--- src/rtl/dop_pkg.sv ---
`default_nettype none
// ----------------------------------------------------------------------------
// dop_pkg
// Shared types, sizes and helpers for the DSD-over-PCM packer.
// ----------------------------------------------------------------------------
package dop_pkg;

	localparam int MAX_CHANNELS    = 8;
	localparam int MAX_BLOCK_BYTES = 4096;

	localparam int CH_W   = $clog2(MAX_CHANNELS);
	localparam int POS_W  = CH_W + 1;
	localparam int OFF_W  = $clog2(MAX_BLOCK_BYTES);
	localparam int PAIR_W = OFF_W - 1;
	localparam int ADDR_W = CH_W + PAIR_W;
	localparam int CNT_W  = 4;
	localparam int BLK_W  = 13;

	localparam logic [7:0] MARKER_ODD  = 8'h05;
	localparam logic [7:0] MARKER_EVEN = 8'hFA;

	localparam logic [1:0] CMD_HOLD  = 2'd0;
	localparam logic [1:0] CMD_PAIR  = 2'd1;
	localparam logic [1:0] CMD_STORE = 2'd2;
	localparam logic [1:0] CMD_BURST = 2'd3;

	localparam logic [2:0] REG_CHANNEL_COUNT = 3'd0;
	localparam logic [2:0] REG_PLANAR_LAYOUT = 3'd1;
	localparam logic [2:0] REG_BLOCK_BYTES   = 3'd2;
	localparam logic [2:0] REG_KEEP_ORDER    = 3'd3;
	localparam logic [2:0] REG_WIDEN_TO_32   = 3'd4;

	typedef struct packed {
		logic [CNT_W-1:0] channel_count;
		logic             planar_layout;
		logic [BLK_W-1:0] block_bytes;
		logic             keep_order;
		logic             widen_to_32;
	} cfg_t;

	typedef struct packed {
		logic [1:0]        kind;
		logic [7:0]        data;
		logic [CH_W-1:0]   chan;
		logic [PAIR_W-1:0] pair;
		logic              lane;
		logic              last;
		logic [CH_W-1:0]   last_chan;
	} cmd_t;

	function automatic logic [7:0] flip_bits(input logic [7:0] v);
		logic [7:0] x;
		x = ((v & 8'hF0) >> 4) | ((v & 8'h0F) << 4);
		x = ((x & 8'hCC) >> 2) | ((x & 8'h33) << 2);
		x = ((x & 8'hAA) >> 1) | ((x & 8'h55) << 1);
		return x;
	endfunction

endpackage
`default_nettype wire

--- src/rtl/dop_cmd_queue.sv ---
`default_nettype none
// ----------------------------------------------------------------------------
// dop_cmd_queue
// Two-entry command queue between the front and back ends.
// ----------------------------------------------------------------------------
module dop_cmd_queue import dop_pkg::*; (
	input  wire logic clk,
	input  wire logic arst_n,
	input  wire cmd_t push_cmd,
	input  wire logic push_valid,
	output logic      push_ready,
	output cmd_t      pop_cmd,
	output logic      pop_valid,
	input  wire logic pop_ready
);

	cmd_t       slot_q [2];
	logic       wr_ptr_q;
	logic       rd_ptr_q;
	logic [1:0] count_q;
	logic       push;
	logic       pop;

	assign push_ready = count_q != 2'd2;
	assign pop_valid  = count_q != 2'd0;
	assign pop_cmd    = slot_q[rd_ptr_q];
	assign push       = push_valid && push_ready;
	assign pop        = pop_valid && pop_ready;

	always_ff @(posedge clk) begin
		if (push) begin
			slot_q[wr_ptr_q] <= push_cmd;
		end
	end

	always_ff @(posedge clk or negedge arst_n) begin
		if (!arst_n) begin
			wr_ptr_q <= 1'b0;
			rd_ptr_q <= 1'b0;
			count_q  <= 2'd0;
		end else begin
			if (push) begin
				wr_ptr_q <= ~wr_ptr_q;
			end
			if (pop) begin
				rd_ptr_q <= ~rd_ptr_q;
			end
			case ({push, pop})
				2'b10:   count_q <= count_q + 2'd1;
				2'b01:   count_q <= count_q - 2'd1;
				default: count_q <= count_q;
			endcase
		end
	end

endmodule
`default_nettype wire

--- config.mk ---
export PLATFORM = sky130hd
export DESIGN_NAME = dop_cmd_queue
export DESIGN_NICKNAME = d
export VERILOG_FILES = /design/src/rtl/dop_pkg.sv /design/src/rtl/dop_cmd_queue.sv
export SDC_FILE = /design/constraint.sdc
export NUM_CORES = 1
export LEC_CHECK = 0
export BUFFER_PORTS_ARGS = -buffer_cell sky130_fd_sc_hd__clkbuf_2
export CORE_MARGIN = 4
export CORE_UTILIZATION = 31
export DETAILED_ROUTE_END_ITERATION = 16
export GPL_TIMING_DRIVEN = 1
export HOLD_SLACK_MARGIN = 0.08
export REMOVE_ABC_BUFFERS = 1
export SLEW_MARGIN = 40
export SYNTH_ARGS = -nofsm -noshare
export SYNTH_HDL_FRONTEND = slang
export SYNTH_SLANG_ARGS = --single-unit
export TNS_END_PERCENT = 1
--- constraint.sdc ---
create_clock -name clk -period 3.9 [get_ports clk]
set_input_delay 0.195 -clock clk [delete_from_list [all_inputs] [get_ports clk]]
set_output_delay 0.195 -clock clk [all_outputs]
set_load 0.1 [all_outputs]
==> impl_metrics.tcl <==
set metrics [dict create \
    synth_seq_cells 62 \
    dieArea_um2 8790 \
    fin_crit_ns 2.26 \
    place_congestion 0.670 \
    grt_overflow 0 \
    fp-row-count 30 \
    root_buffer "clkbuf_8" \
    wire_per_inst_um 13.5 \
    drv_slew 0 \
    num-nets-final 245 \
    drc 0 \
    crit_arrival_ns 2.06 \
    fp.dieH_um 93.7 \
    vias 1297 \
    start_kind "flip-flop" \
    cp_max_fo 20 \
    fin_crit_sh 0.579 \
    clk_pin_slew_worst_paths_ns 0.06 \
    drtIter0Drc 26 \
    maxCapViolations 0 \
    grt_max_degree 30 \
    hold_viol 0 \
    syn-cell-area_um2 2280 \
    endpoint_kind "output pin" \
    worstMarginPinSlew_ns 0.559 \
    syn_area_per_cell_um2 21.3 \
    h-tree-depth 3 \
    drtPass1Iterations 4 \
    hp-class "input port to flip-flop" \
    ant_nets 0 \
    portBuffers 63 \
    antenna_found_initial 0 \
    vias_per_cell 4.16 \
    fmax_mhz 443 \
    diodes 0 \
    track_usage 0.103 \
    ys_warn_count 0 \
    fp.coreArea_um2 6980 \
    synthTopCellsByArea "edfxtp_1 (76%), mux2_2 (14%), dfrtp_1 (4.4%)" \
    tns_ns 0 \
    die_x_um 93.7 \
    area_growth_pct 40.7 \
    cp.required_ns 3.70 \
    synthDistinctLibCells 13 \
    initial_core_util 0.326 \
    post-cts-setup-buffers 0 \
    dp_hpwl_um 2700 \
    synth_top_area_frac 0.764 \
    cts_buffers 9 \
    tritoncts "done" \
    status "complete, no violations" \
    clockBufferDepth 2 \
    first_global_vias 1434 \
    multi_input_comb_area_um2 424 \
    fillCellCount 626 \
    synth_area_leader_cell "edfxtp_1" \
    timing.setup.critical_path_class "flip-flop to output pin" \
    slew_headroom 0.629 \
    io_pins 64 \
    grt_first_pass_wirelength_um 6750 \
    routed_wirelength_um 4210 \
    ys_seq_area_frac 0.808 \
    fin_worst_skew_ns 0.00712 \
    clkLatencyLatePin_ns 0.32 \
    cts.sinks 62 \
    drive_gt1_frac 0.505 \
    seq_area_um2 1840 \
    setup_viol 0 \
    synthCells 107 \
    rsz0062_at_grt "no" \
]
## area by class of cell
class	instances	share of cell area
Clock buffer	11	0.0410
Multi-Input combinational cell	42	0.132
Sequential cell	62	0.575
Tap cell	96	0.0375
Clock inverter	5	0.0156
Timing Repair Buffer	96	0.199
## path summary, 6_finish.rpt
kind | endpoint | slack [ns] | from | depth (start not counted)
max | pop_cmd[9] | 1.64 | rd_ptr_q$_DFFE_PN0P_ | 3
min | rd_ptr_q$_DFFE_PN0P_ | 0.19 | pop_ready | 3
max reg2reg | count_q[1]$_DFFE_PN0P_ | 2.39 | count_q[0]$_DFFE_PN0P_ | 5
min reg2reg | count_q[1]$_DFFE_PN0P_ | 0.50 | count_q[1]$_DFFE_PN0P_ | 1
max in group asynchronous | rd_ptr_q$_DFFE_PN0P_ | 3.56 | arst_n | 2
min in group asynchronous | count_q[0]$_DFFE_PN0P_ | 0.21 | arst_n | 2
## logic make-up after synthesis
family                   after synthesis  share of synthesized area
buffers and inverters                  3                    0.00659
adder cells (fa/ha/maj)                1                    0.00549
flip-flops                            62                      0.808
AND/OR/NAND/NOR                        7                     0.0170
multiplexers                          29                      0.143
XOR/XNOR                               5                     0.0192
## per-layer routing
metal,vias up,GRT usage,wire (um)
met4,0,0.0578,65
met1,625,0.119,1860
met2,41,0.171,2020
li1,622,-,-
met3,9,0.0280,264
met5,-,0,0
## layout by cell type (no fill, tap or decap), drive strengths merged
cell type	instances
mux2	29
nor2	2
dfrtp	4
and3	1
edfxtp	58
xnor2	3
bufinv	1
and2	1
nand2b	1
xor2	2
clkinvlp	1
nand2	1
ha	1
clkbuf	74
buf	3
clkinv	3
or2	1
dlygate4sd3	30
## per-stage QoR
step / utilization / cell area, um2 / setup WS [ns] / hold slack, ns / std cells
after CTS: 0.459 / 3210 / 1.58 / 0.174 / 312
after floorplan: - / 2260 / 0.754 / -0.101 / 104
final: 0.459 / 3210 / 1.64 / 0.192 / 312
after global placement: 0.390 / 2720 / 1.97 / 0.0186 / 266
after detailed placement: 0.390 / 2720 / 1.95 / 0.0207 / 266
after global routing: 0.459 / 3210 / 1.51 / 0.189 / 312
## registers in the layout (all words and copies together) (netlist names)
register / cells
wr_ptr_q: 1
count_q: 2
rd_ptr_q: 1
slot_q: 58
## synthesized netlist by cell type
master	number
nor2_1	2
nand2_1	1
xnor2_1	3
ha_1	1
buf_2	3
or2_1	1
xor2_1	2
edfxtp_1	58
and3_1	1
and2_4	1
nand2b_1	1
dfrtp_1	4
mux2_2	29
## worst max-delay path, stage by stage, from the launching register on
cell	delay, ns
dfrtp_1	0.62
buf_4	0.37
mux2_2	0.38
clkbuf_2	0.37
## timing repair
action                                 4_1_cts  5_1_grt
resized for setup                            0        0
hold buffers                                30        0
endpoints found under the hold margin       62        0
Power is not shown: default switching activity piles up to over one toggle a cycle in this logic, so the estimate is an artifact.
