$ cat src/rtl/dop_pkg.sv
`default_nettype none
// ----------------------------------------------------------------------------
// dop_pkg
// Shared types, sizes and helpers for the DSD-over-PCM packer.
// ----------------------------------------------------------------------------
package dop_pkg;

	localparam int MAX_CHANNELS    = 8;
	localparam int MAX_BLOCK_BYTES = 4096;

	localparam int CH_W   = $clog2(MAX_CHANNELS);
	localparam int POS_W  = CH_W + 1;
	localparam int OFF_W  = $clog2(MAX_BLOCK_BYTES);
	localparam int PAIR_W = OFF_W - 1;
	localparam int ADDR_W = CH_W + PAIR_W;
	localparam int CNT_W  = 4;
	localparam int BLK_W  = 13;

	localparam logic [7:0] MARKER_ODD  = 8'h05;
	localparam logic [7:0] MARKER_EVEN = 8'hFA;

	localparam logic [1:0] CMD_HOLD  = 2'd0;
	localparam logic [1:0] CMD_PAIR  = 2'd1;
	localparam logic [1:0] CMD_STORE = 2'd2;
	localparam logic [1:0] CMD_BURST = 2'd3;

	localparam logic [2:0] REG_CHANNEL_COUNT = 3'd0;
	localparam logic [2:0] REG_PLANAR_LAYOUT = 3'd1;
	localparam logic [2:0] REG_BLOCK_BYTES   = 3'd2;
	localparam logic [2:0] REG_KEEP_ORDER    = 3'd3;
	localparam logic [2:0] REG_WIDEN_TO_32   = 3'd4;

	typedef struct packed {
		logic [CNT_W-1:0] channel_count;
		logic             planar_layout;
		logic [BLK_W-1:0] block_bytes;
		logic             keep_order;
		logic             widen_to_32;
	} cfg_t;

	typedef struct packed {
		logic [1:0]        kind;
		logic [7:0]        data;
		logic [CH_W-1:0]   chan;
		logic [PAIR_W-1:0] pair;
		logic              lane;
		logic              last;
		logic [CH_W-1:0]   last_chan;
	} cmd_t;

	function automatic logic [7:0] flip_bits(input logic [7:0] v);
		logic [7:0] x;
		x = ((v & 8'hF0) >> 4) | ((v & 8'h0F) << 4);
		x = ((x & 8'hCC) >> 2) | ((x & 8'h33) << 2);
		x = ((x & 8'hAA) >> 1) | ((x & 8'h55) << 1);
		return x;
	endfunction

endpackage
`default_nettype wire

$ cat src/rtl/dop_front.sv
`default_nettype none
// ----------------------------------------------------------------------------
// dop_front
// Accepts raw bytes, tracks the frame or block position and issues commands.
// ----------------------------------------------------------------------------
module dop_front import dop_pkg::*; (
	input  wire logic       clk,
	input  wire logic       arst_n,
	input  wire cfg_t       cfg,
	input  wire logic       restart,
	input  wire logic       byte_valid,
	output logic            byte_ready,
	input  wire logic [7:0] data_byte,
	output cmd_t            cmd,
	output logic            cmd_valid,
	input  wire logic       cmd_ready
);

	logic [POS_W-1:0] pos_q;
	logic [CH_W-1:0]  chan_q;
	logic [OFF_W-1:0] off_q;

	logic [POS_W-1:0] ch;
	logic [CH_W-1:0]  last_chan;
	logic [POS_W-1:0] diff;
	logic             pos_wrap;
	logic [BLK_W-1:0] blk;
	logic [BLK_W-1:0] blk_last;
	logic             off_wrap;
	logic             drop;
	logic             take;
	logic [7:0]       b;

	always_comb begin
		if (cfg.channel_count == '0) begin
			ch = POS_W'(1);
		end else if (POS_W'(cfg.channel_count) > POS_W'(MAX_CHANNELS)) begin
			ch = POS_W'(MAX_CHANNELS);
		end else begin
			ch = POS_W'(cfg.channel_count);
		end
	end

	assign last_chan = CH_W'(ch - POS_W'(1));
	assign diff      = pos_q - ch;
	assign pos_wrap  = {1'b0, pos_q} == ({ch, 1'b0} - (POS_W + 1)'(1));

	assign blk      = (cfg.block_bytes > BLK_W'(MAX_BLOCK_BYTES)) ?
		BLK_W'(MAX_BLOCK_BYTES) : cfg.block_bytes;
	assign blk_last = blk - BLK_W'(1);
	assign off_wrap = BLK_W'(off_q) == blk_last;
	assign drop     = cfg.planar_layout && (cfg.block_bytes < BLK_W'(2));

	assign b          = cfg.keep_order ? data_byte : flip_bits(data_byte);
	assign byte_ready = cmd_ready;
	assign cmd_valid  = byte_valid && !drop;
	assign take       = byte_valid && cmd_ready;

	always_comb begin
		cmd           = '0;
		cmd.data      = b;
		cmd.last_chan = last_chan;
		if (cfg.planar_layout) begin
			cmd.chan = chan_q;
			cmd.pair = off_q[OFF_W-1:1];
			cmd.lane = off_q[0];
			cmd.kind = (chan_q == last_chan && off_q[0]) ? CMD_BURST : CMD_STORE;
		end else if (pos_q < ch) begin
			cmd.kind = CMD_HOLD;
			cmd.chan = pos_q[CH_W-1:0];
		end else begin
			cmd.kind = CMD_PAIR;
			cmd.chan = diff[CH_W-1:0];
			cmd.last = diff[CH_W-1:0] == last_chan;
		end
	end

	always_ff @(posedge clk or negedge arst_n) begin
		if (!arst_n) begin
			pos_q  <= '0;
			chan_q <= '0;
			off_q  <= '0;
		end else if (restart) begin
			pos_q  <= '0;
			chan_q <= '0;
			off_q  <= '0;
		end else if (take) begin
			if (drop) begin
				chan_q <= '0;
				off_q  <= '0;
			end else if (cfg.planar_layout) begin
				if (off_wrap) begin
					off_q  <= '0;
					chan_q <= (chan_q == last_chan) ? '0 : chan_q + CH_W'(1);
				end else begin
					off_q <= off_q + OFF_W'(1);
				end
			end else begin
				pos_q <= pos_wrap ? '0 : pos_q + POS_W'(1);
			end
		end
	end

endmodule
`default_nettype wire

$ cat config.mk
export PLATFORM = sky130hd
export DESIGN_NAME = dop_front
export DESIGN_NICKNAME = d
export VERILOG_FILES = /design/src/rtl/dop_pkg.sv /design/src/rtl/dop_front.sv
export SDC_FILE = /design/constraint.sdc
export NUM_CORES = 1
export LEC_CHECK = 0
export ABC_AREA = 1
export BUFFER_PORTS_ARGS = -buffer_cell sky130_fd_sc_hd__buf_4
export CAP_MARGIN = 0
export CORE_UTILIZATION = 25
export CTS_BUF_LIST = sky130_fd_sc_hd__clkbuf_2
export CTS_CLUSTER_DIAMETER = 200
export DETAILED_ROUTE_END_ITERATION = 7
export GPL_TIMING_DRIVEN = 0
export PLACE_DENSITY_LB_ADDON = 0.2
export SLEW_MARGIN = 10
export SYNTH_ARGS = -nofsm -noshare
export SYNTH_HDL_FRONTEND = slang
export SYNTH_SLANG_ARGS = --single-unit
$ cat constraint.sdc
create_clock -name clk -period 2.05 [get_ports clk]
set_input_delay 0.1025 -clock clk [delete_from_list [all_inputs] [get_ports clk]]
set_output_delay 0.1025 -clock clk [all_outputs]
set_load 0.02 [all_outputs]
==> impl_metrics.py <==
metrics = {
    "pwr": {
        "pwr-share-comb": 0.524,
        "clockPowerShare": 0.133,
        "seqPwrFrac": 0.343,
        "swShare": 0.424,
        "power.internal_uw": 719,
        "leakage_uw": 0.00167,
        "p_sw_uw": 529,
        "p_per_area_nw_per_um2": 372,
        "irDropWorstVdd_mv": 0.155,
        "total_power_uw": 1250,
    },
    "timing": {
        "fin_crit_ns": 2.35,
        "drv_slew": 0,
        "hold_viol": 0,
        "tightest_slew_ns": 0.931,
        "fin_ws_ns": -0.300,
        "setup_viol": 5,
        "rsz0062_at_grt": "yes",
        "clock_skew_ns": 0.0147,
        "period_share": 1.15,
        "max-slew-margin-rel": 0.374,
        "clock.fmax_mhz": 426,
        "fin_hold_ws_ns": 0.0680,
    },
    "clock_network": {
        "clock_latency_ns": 0.33,
        "cts_tree": "yes",
        "path_clk_slew_ns": 0.19,
        "ctsRootBufferMaster": "clkbuf_2",
        "htree_levels": 1,
        "clockBufferDepth": 2,
        "numCtsBuffers": 3,
        "cts.sink_count": 19,
    },
    "yosys": {
        "netlist_instances": 381,
        "async_reset_ff_frac": 1.00,
        "yosysSeqAreaShare": 0.204,
        "synth_warnings": 0,
        "ys.flop_type": "dfrtp_1",
        "synth_edf_count": 0,
        "syn_avg_cell_area_um2": 6.11,
        "syn-num-nets": 423,
        "yosys.cell_types.count": 42,
        "synth-seq-cells": 19,
        "syn_area_um2": 2330,
    },
    "status": {
        "status": "finished, violations left",
        "violations": "DRC, setup timing",
    },
    "final_layout": {
        "area_growth_pct": 44.3,
        "fillCellCount": 959,
        "fin_nets": 507,
        "fin_area_um2": 3360,
        "drive_above_1_share": 0.338,
        "insertedDiodeCount": 0,
    },
    "drt": {
        "vias": 2719,
        "drt_iter0_drc": 155,
        "dr.pass1.iters": 8,
        "wl_per_cell_um": 13.3,
        "drt_wl_total_mm": 7.58,
        "antenna_left": 0,
        "drc_errors": 1,
        "viasPerCell": 4.75,
    },
    "placed_design": {
        "place_hpwl_mm": 6.00,
        "port_buffers": 62,
        "place_ws_ns": -0.484,
        "gp_congestion": 0.941,
        "dpl_cell_area_um2": 2990,
    },
    "critical_path": {
        "cp-end-kind": "output pin",
        "crit_chain": "inv_2 > ha_4 > inv_2 > fa_2 > xor2_1 > o21ai_2 > a2111oi_4 > buf_4",
        "cp.arrival_ns": 2.25,
        "max_stage_delay_ns": 0.54,
        "startpoint_type": "flop",
        "worst-setup-path-type": "flop to output pin",
        "cp_data_required_time_ns": 1.95,
        "slowest_stage": "fa_2",
        "path_buf_inv": 3,
        "path_max_fanout": 2,
        "crit_top_cell": "inv_2",
        "crit_family": "adder cells",
    },
    "global_route": {
        "grt_max_degree": 20,
        "grt_overflow": 0,
        "grt_use_total": 0.156,
        "grt_pass1_vias": 2511,
        "grt_pass1_wl_mm": 12.1,
        "antenna_found_initial": 0,
    },
    "floorplanning": {
        "die_y_um": 98.5,
        "io_pins": 64,
        "die-area_um2": 9700,
        "start_util": 0.263,
        "die_x_um": 98.5,
        "num_rows": 34,
        "core_um2": 8850,
    },
    "hold_path": {
        "hold_path.class": "input port to flop",
    },
    "run": {
        "max_cap_viol_count": 0,
    },
}
layout make-up:
class	count	area, um^2	share of cell area
timing repair buffer	79	629	0.187
sequential	19	475	0.142
clock inverter	1	5.00	0.00149
clock buffer	3	15.0	0.00447
inverter	52	198	0.0589
buffer	11	90.1	0.0268
tap	108	135	0.0402
multi-input combinational	299	1810	0.539
worst min-delay path, delay by kind of cell:
family	cells	cell delay [ns]
simple gates	3	0.17
buf+inv	1	0.11
Yosys cell counts, types with 3 or more instances:
cell | number | area (um^2)
o21ai_0 | 15 | 75.1
inv_1 | 50 | 188
ha_1 | 8 | 100
dfrtp_1 | 19 | 475
nor3_1 | 4 | 20.0
xor2_1 | 14 | 123
nand2_4 | 3 | 33.8
a21oi_1 | 19 | 95.1
nor2_1 | 36 | 135
nand3b_1 | 4 | 30.0
buf_6 | 3 | 33.8
nand2_2 | 4 | 25.0
nand3_1 | 39 | 195
nand2_1 | 114 | 428
xnor2_1 | 5 | 43.8
o41ai_1 | 4 | 35.0
o22ai_1 | 4 | 25.0
buf_2 | 3 | 15.0
through the flow:
stage               setup TNS, ns   util  cells
floorplan                 -0.0536      -    381
global placement            -7.56  0.338    551
detailed placement          -8.48  0.338    551
CTS                        -0.909  0.361    568
global route                -2.30  0.380    572
finish                     -0.827  0.380    572
flip-flops by register name, summed over array words and instances, names as in the netlist:
name    flops
off_q      12
pos_q       4
chan_q      3
logic make-up (layout without fill, tap and decap cells):
kind of cell,after synthesis,count (layout),synth area share
compound gates,53,53,0.135
xor+xnor,19,19,0.0715
fa+ha+maj,9,9,0.0516
buf+inv,63,146,0.121
flops,19,19,0.204
simple gates,218,218,0.417
power groups by stage:
stage          logic, uW  clock network, uW  registers, uW
2_1_floorplan        360                  0            424
3_3_place_gp         554                  0            432
3_5_place_dp         560                  0            434
4_1_cts              610                172            427
5_1_grt              721                186            435
6_report             654                167            428
timing repair:
| action | in CTS | in global routing |
|---|---|---|
| endpoints found under the hold margin | 19 | 0 |
| hold buffers | 1 | 0 |
| pin swaps | 8 | 19 |
| setup endpoints to repair | 17 | 22 |
| gates cloned | 1 | 0 |
| gates resized for setup | 25 | 37 |
| buffers inserted | 11 | 4 |
path summary, 6_finish.rpt:
path / startpoint / endpoint / slack, ns / depth (start not counted)
max in group asynchronous: arst_n / off_q[8] / 1.68 / 2
min reg2reg: chan_q[1] / chan_q[1] / 0.60 / 2
min: restart / off_q[5] / 0.07 / 4
max: pos_q[0] / cmd[3] / -0.30 / 8
min in group asynchronous: arst_n / off_q[9] / 0.15 / 2
max reg2reg: off_q[6] / off_q[1] / 0.23 / 13
cells in the final DEF, fill, tap and decap left out, drive strengths merged:
| cell | count |
|---|---|
| and2 | 1 |
| nor2b | 1 |
| o221ai | 1 |
| nor4 | 2 |
| o311ai | 1 |
| clkbuf | 5 |
| nor2 | 39 |
| nand4 | 2 |
| o21a | 1 |
| clkinv | 1 |
| buf | 87 |
| xor2 | 14 |
| ha | 8 |
| inv | 52 |
| a2111oi | 1 |
| fa | 1 |
| o21bai | 1 |
| nand2 | 121 |
| o41ai | 4 |
| o31ai | 2 |
| nand3b | 4 |
| nand3 | 41 |
| a31oi | 2 |
| o21ai | 17 |
| nor3 | 4 |
| dlygate4sd3 | 1 |
| a21oi | 19 |
| xnor2 | 5 |
| dfrtp | 19 |
| or2 | 3 |
| o22ai | 4 |
layer usage:
| metal | wire length, um | GRT usage |
|---|---|---|
| met1 | 3510 | 0.211 |
| met4 | 112 | 0.0448 |
| met2 | 3720 | 0.267 |
| met3 | 246 | 0.0121 |
| met5 | 0 | 0 |
Note: power is estimated with default switching activity, not from simulation.
